$ cat src/design/cbc_pkg.sv
// Shared widths, constants and control structs of the color bin compaction unit.
// No dependencies.
package cbc_pkg;

   localparam int PIX_W   = 8;
   localparam int CSR_W   = 5;
   localparam int IDX_W   = 12;
   localparam int USED_W  = 13;
   localparam int EPOCH_W = 8;

   localparam logic [CSR_W-1:0] CSR_RESET = 5'd16;

   typedef struct packed {
      logic load_item;
      logic mul1;
      logic mul2;
      logic addr;
      logic lookup;
      logic emit;
      logic clr_write;
      logic clr_done;
   } cmd_type;

   typedef struct packed {
      logic wrap_needed;
      logic sweep_last;
      logic slot_free;
   } sts_type;

endpackage

$ cat src/design/cbc_ctrl.sv
// Sequencer of the color bin compaction unit: sweep, quantize, lookup, emit.
// Depends on cbc_pkg.
module cbc_ctrl import cbc_pkg::*; (
   input  logic    clock,
   input  logic    reset,
   input  logic    req_valid,
   output logic    req_ready,
   input  sts_type sts,
   output cmd_type cmd
);
   typedef enum logic [3:0] {
      S_CLEAR_INIT,
      S_IDLE,
      S_CLEAR_ITEM,
      S_MUL1,
      S_MUL2,
      S_ADDR,
      S_READ,
      S_LOOKUP,
      S_EMIT
   } state_type;

   state_type state_ff, state_in;
   logic      ready_ff;
   logic      accept;

   assign accept    = req_valid & ready_ff;
   assign req_ready = ready_ff;

   always_comb begin
      state_in = state_ff;
      cmd      = '0;
      unique case (state_ff)
         S_CLEAR_INIT: begin
            cmd.clr_write = 1'b1;
            if (sts.sweep_last) begin
               cmd.clr_done = 1'b1;
               state_in     = S_IDLE;
            end
         end
         S_IDLE: begin
            if (accept) begin
               cmd.load_item = 1'b1;
               state_in      = sts.wrap_needed ? S_CLEAR_ITEM : S_MUL1;
            end
         end
         S_CLEAR_ITEM: begin
            cmd.clr_write = 1'b1;
            if (sts.sweep_last) begin
               cmd.clr_done = 1'b1;
               state_in     = S_MUL1;
            end
         end
         S_MUL1: begin
            cmd.mul1 = 1'b1;
            state_in = S_MUL2;
         end
         S_MUL2: begin
            cmd.mul2 = 1'b1;
            state_in = S_ADDR;
         end
         S_ADDR: begin
            cmd.addr = 1'b1;
            state_in = S_READ;
         end
         S_READ: begin
            state_in = S_LOOKUP;
         end
         S_LOOKUP: begin
            cmd.lookup = 1'b1;
            state_in   = S_EMIT;
         end
         S_EMIT: begin
            if (sts.slot_free) begin
               cmd.emit = 1'b1;
               state_in = S_IDLE;
            end
         end
         default: begin
            state_in = S_CLEAR_INIT;
         end
      endcase
   end

   always_ff @(posedge clock) begin
      if (reset) begin
         state_ff <= S_CLEAR_INIT;
         ready_ff <= 1'b0;
      end else begin
         state_ff <= state_in;
         ready_ff <= (state_in == S_IDLE);
      end
   end
endmodule

$ cat config.mk
export PLATFORM = sky130hd
export DESIGN_NAME = cbc_ctrl
export DESIGN_NICKNAME = d
export VERILOG_FILES = /design/src/design/cbc_pkg.sv /design/src/design/cbc_ctrl.sv
export SDC_FILE = /design/constraint.sdc
export NUM_CORES = 1
export LEC_CHECK = 0
export BUFFER_PORTS_ARGS = -buffer_cell sky130_fd_sc_hd__buf_4
export CORE_AREA = 2 2 39 41
export CTS_BUF_LIST = sky130_fd_sc_hd__clkbuf_16
export DETAILED_ROUTE_END_ITERATION = 12
export DIE_AREA = 0 0 41 43
export GPL_TIMING_DRIVEN = 0
export REMOVE_ABC_BUFFERS = 1
export SYNTH_ARGS = -nofsm -noshare
export SYNTH_HDL_FRONTEND = slang
export SYNTH_SLANG_ARGS = --single-unit
export TNS_END_PERCENT = 30
$ cat constraint.sdc
create_clock -name clock -period 1.14 [get_ports clock]
set_input_delay 0.228 -clock clock [delete_from_list [all_inputs] [get_ports clock]]
set_output_delay 0.228 -clock clock [all_outputs]
set_load 0.02 [all_outputs]
==> impl_metrics.json, run 1 <==
{
  "setup.worst_path.class": "reg -> out",
  "diodes": 0,
  "insertion_delay_ps": 230,
  "yosysUniqueCellTypes": 26,
  "status": "finished, violations left",
  "grt_max_degree": 13,
  "setup_tns_ps": -2300,
  "wl_um": 890,
  "relSlewSlack": 0.798,
  "peakVddDrop_mv": 1.29,
  "seqCellArea_sq_um": 113,
  "overflow": 0,
  "grtUsageMet1": 0.138,
  "drcViolationCount": 0,
  "clk_pin_slew_ps": 30,
  "die_area_sq_mm": 0.00176,
  "rows": 14,
  "hp-class": "in -> reg",
  "clock_sinks": 5,
  "grt_usage": 0.113,
  "ant_nets": 0,
  "rsz0062_at_grt": "yes",
  "startpoint_type": "flip-flop",
  "clock.fmax_mhz": 689,
  "skew_ps": 0.338,
  "grtUsageMet3": 0.0314,
  "areaGrowthSynthToFinish_pct": 95.2,
  "wl_per_cell_um": 10.7,
  "initial_core_util": 0.247,
  "die_y_um": 43,
  "dr.pass1.iters": 4,
  "power.net_switching_mw": 0.198,
  "clockPowerShare": 0.614,
  "seqPwrFrac": 0.213,
  "required_ps": 910,
  "setup_slack_ps": -311,
  "place.gp.congestion": 0.707,
  "multi_input_area_sq_um": 264,
  "io_pins": 15,
  "htree_levels": 1,
  "dieWidth_um": 41,
  "worstSetupEndpointType": "output pin",
  "fin_cells": 83,
  "antenna_found_initial": 0,
  "port_buffers": 14,
  "synth-seq-cells": 5,
  "switching_share": 0.215,
  "maxCapViolations": 0,
  "p_int_mw": 0.723,
  "power_density_mw_per_mm2": 1380,
  "busiest_layer": "met2",
  "p_leak_nw": 0.307,
  "placeableCoreArea_sq_mm": 0.00138,
  "period_share": 1.27,
  "grt_pass1_wl_um": 1350,
  "tightest_slew_ps": 301,
  "whs_ps": 188,
  "grt_pass1_vias": 344,
  "cts_tree": "yes",
  "numCtsBuffers": 3,
  "syn_area_per_cell_sq_um": 8.13,
  "root_buffer": "clkbuf_16",
  "viasPerCell": 4.78,
  "ctsLongestPathBuffers": 2,
  "dp.cells": 69,
  "fin_nets": 74,
  "r2r_slack_ps": -180,
  "hpwl_um": 548,
  "hold_viol": 0,
  "postSynthCellCount": 42,
  "cp_data_arrival_time_ps": 1220,
  "setup_viol": 11,
  "drt_iter0_drc": 3,
  "nFillCells": 126,
  "violations": "setup timing",
  "ys_warn_count": 0,
  "crit_path_max_fanout": 5,
  "period_needed_ps": 1450,
  "drv_slew": 0,
  "met2_usage": 0.172,
  "num_vias": 397,
  "synth_area_sq_um": 342,
  "pwr-share-comb": 0.173,
  "drive_above_1_share": 0.642,
  "synth-seq-area-share": 0.293
}
layout by cell type (no fill, tap or decap), types with 2 or more instances in the layout:
cell type and count:
buf_4 23, nand2b_1 3, nor3_2 3, nor3_1 3, inv_1 3, clkbuf_16 3, dfxtp_4 3, nor2_1 2
nand3_1 2
power groups by stage:
stage	clock network (mW)	registers [mW]	logic, mW
5_1_grt	0.596	0.197	0.172
3_3_place_gp	0	0.205	0.114
6_report	0.565	0.196	0.160
4_1_cts	0.574	0.195	0.147
2_1_floorplan	0	0.207	0.0643
3_5_place_dp	0	0.205	0.115
cell type report:
class,instances,share of cell area
timing repair buffer,24,0.276
inverter,2,0.0113
sequential,5,0.169
clock inverter,1,0.00563
clock buffer,3,0.113
multi-input combinational,32,0.396
tap,16,0.0300
Yosys cell counts:
master,n,area (sq um)
nor4b_1,1,8.76
nor2_1,3,11.3
a22oi_1,1,7.51
nand2b_1,3,18.8
dfxtp_1,5,100
or3_4,1,11.3
a21oi_1,2,10.0
o21ai_0,1,5.00
buf_2,1,5.00
buf_4,1,7.51
o32a_1,1,10.0
or2b_1,1,7.51
nand3_1,2,10.0
xor2_1,1,8.76
buf_6,1,11.3
a21o_2,1,8.76
a2bb2oi_1,1,8.76
nand2_1,1,3.75
nand3b_1,1,7.51
a211oi_2,1,12.5
and3_1,1,6.26
nor3b_1,1,7.51
and2_1,1,6.26
nor3_1,6,30.0
inv_1,2,7.51
a211o_2,1,10.0
stage by stage:
stage | util | setup WS [ps] | instance area [sq um] | power, mW
floorplan | - | -343 | 318 | 0.271
CTS | 0.440 | -311 | 609 | 0.916
global placement | 0.320 | -239 | 443 | 0.320
global route | 0.482 | -358 | 667 | 0.965
finish | 0.482 | -311 | 667 | 0.921
detailed placement | 0.320 | -216 | 443 | 0.320
layer usage:
layer,vias up,wire length [um],share of wire
met5,-,0,0
met4,0,19,0.021
met3,2,38,0.043
met2,11,447,0.50
met1,182,384,0.43
li1,202,-,-
registers in the layout, summed over array words and instances, names as in the netlist:
| name | flops |
|---|---|
| req_ready | 1 |
| state_ff | 4 |
logic make-up (layout without fill, tap and decap cells):
| family | Yosys count | after routing | share of synthesized area |
|---|---|---|---|
| flops | 5 | 5 | 0.293 |
| buf+inv | 5 | 30 | 0.0916 |
| xor+xnor | 1 | 1 | 0.0256 |
| compound gates | 9 | 9 | 0.212 |
| simple gates | 22 | 22 | 0.377 |
worst max-delay path, cell delays in order, from the launching register on:
cell and delay [ps]:
dfxtp_4 340, or3_4 390, nor3_2 110, buf_4 160
final timing paths:
path / cells past startpoint / start / end
setup reg to reg: 4 / state_ff[0] / state_ff[3]
setup / recovery: 3 / state_ff[0] / cmd[2]
hold / removal: 2 / reset / state_ff[3]
hold reg to reg: 1 / state_ff[3] / state_ff[1]
what timing repair did:
action,in CTS,in global routing
resized for setup,12,8
hold buffers,0,0
setup endpoints to repair,11,11
gates cloned,0,0
pin swaps,3,0
setup buffers,7,3
Note: power is estimated with default switching activity, not from simulation.
==> run 2, diff against run 1 <==
Settings changed: BUFFER_PORTS_ARGS -buffer_cell sky130_fd_sc_hd__buf_4 to unset, DONT_BUFFER_PORTS set to 1, MAX_ROUTING_LAYER set to met4.
==> impl_metrics.json, run 2 (synthesis gave the netlist of run 1 again) <==
{
  "dp.cells": 55,
  "ant_nets": 0,
  "crit_path_max_fanout": 6,
  "maxCapViolations": 0,
  "peakVddDrop_mv": 0.855,
  "drt_iter0_drc": 5,
  "fin_nets": 55,
  "power_density_mw_per_mm2": 1590,
  "num_vias": 332,
  "cts_tree": "yes",
  "whs_ps": 59.6,
  "p_leak_nw": 0.203,
  "viasPerCell": 5.19,
  "die_y_um": 43,
  "period_needed_ps": 1450,
  "die_area_sq_mm": 0.00176,
  "hold_viol": 0,
  "fin_area_sq_um": 554,
  "grt_max_degree": 13,
  "drv_slew": 0,
  "worstSetupEndpointType": "output pin",
  "clk_pin_slew_ps": 30,
  "clock.fmax_mhz": 689,
  "violations": "setup timing",
  "placed_area_sq_um": 338,
  "grt_pass1_wl_um": 1350,
  "nFillCells": 138,
  "startpoint_type": "flip-flop",
  "period_share": 1.27,
  "initial_core_util": 0.247,
  "areaGrowthSynthToFinish_pct": 62.3,
  "dr.pass1.iters": 3,
  "numCtsBuffers": 3,
  "hp-class": "in -> reg",
  "fin_cells": 64,
  "final_common_cell": "buf_4",
  "setup_tns_ps": -2190,
  "htree_levels": 1,
  "status": "finished, violations left",
  "grt_usage": 0.124,
  "tightest_slew_ps": 313,
  "wl_per_cell_um": 12.8,
  "root_buffer": "clkbuf_16",
  "drive_above_1_share": 0.563,
  "layout_common_cells": "buf_4, nor3_4",
  "rsz0062_at_grt": "yes",
  "setup_slack_ps": -312,
  "diodes": 0,
  "dieWidth_um": 41,
  "rows": 14,
  "overflow": 0,
  "cpMaxStageDelayCell": "or3_4",
  "cp_data_arrival_time_ps": 1220,
  "io_pins": 15,
  "hpwl_um": 568,
  "cp_slowest_stage_delay_ps": 410,
  "largest_register": "state_ff",
  "worstPathCellList": "or3_4, nor3_4",
  "place.gp.congestion": 0.700,
  "drcViolationCount": 0,
  "skew_ps": 0.640,
  "path_delay_family": "simple AND/OR/NAND/NOR gates",
  "ctsLongestPathBuffers": 2,
  "crit_buf_inv": 0,
  "placeableCoreArea_sq_mm": 0.00138,
  "largest_reg_flops": 4,
  "setup.worst_path.class": "reg -> out",
  "grt_pass1_vias": 330,
  "clock_sinks": 5,
  "wl_um": 818,
  "p_total_mw": 0.884,
  "relSlewSlack": 0.791,
  "antenna_found_initial": 0,
  "required_ps": 910,
  "r2r_slack_ps": -200,
  "insertion_delay_ps": 230,
  "setup_viol": 10,
  "port_buffers": 0
}
==> run 2: layer usage <==
| layer | vias to the layer above | GRT usage | part of all wire |
|---|---|---|---|
| met5 | - | - | 0 |
| met4 | 0 | 0.120 | 0.035 |
| li1 | 166 | - | - |
| met1 | 153 | 0.130 | 0.42 |
| met3 | 3 | 0.0419 | 0.067 |
| met2 | 10 | 0.169 | 0.47 |
==> run 2: final timing paths <==
kind,start,to,cells after the start
max,state_ff[2],cmd[2],2
min reg2reg,state_ff[3],state_ff[2],1
max reg2reg,state_ff[2],state_ff[3],4
min,reset,state_ff[3],1
==> run 2: metrics by stage <==
stage,util,setup slack (ps)
floorplan,-,-343
global placement,0.244,-464
detailed placement,0.244,-462
CTS,0.392,-319
global route,0.401,-345
finish,0.401,-312
==> run 2: layout make-up <==
type	instances	area, sq um	share of cell area
Sequential cell	5	113	0.203
Timing Repair Buffer	5	37.5	0.0677
Clock inverter	1	3.75	0.00677
Multi-Input combinational cell	32	298	0.537
Inverter	2	7.51	0.0135
Tap cell	16	20.0	0.0361
Clock buffer	3	75.1	0.135
==> run 2: repair_timing <==
action                     in CTS  in global routing
gates resized for setup        25                  2
setup endpoints to repair      11                 11
setup buffers                   5                  0
hold buffers                    0                  0
pin swaps                       3                  2
==> run 2: worst reg2reg max path, stage by stage (launching register included) <==
cell	delay [ps]
dfxtp_4	360
or3_4	410
buf_4	150
o32a_1	280
nor2_1	80
==> run 2: report_power, final <==
group | internal (mW) | total, mW | switching, mW
Clock | 0.454 | 0.563 | 0.110
Combinational | 0.0574 | 0.113 | 0.0557
Sequential | 0.183 | 0.208 | 0.0247
Total | 0.694 | 0.884 | 0.190
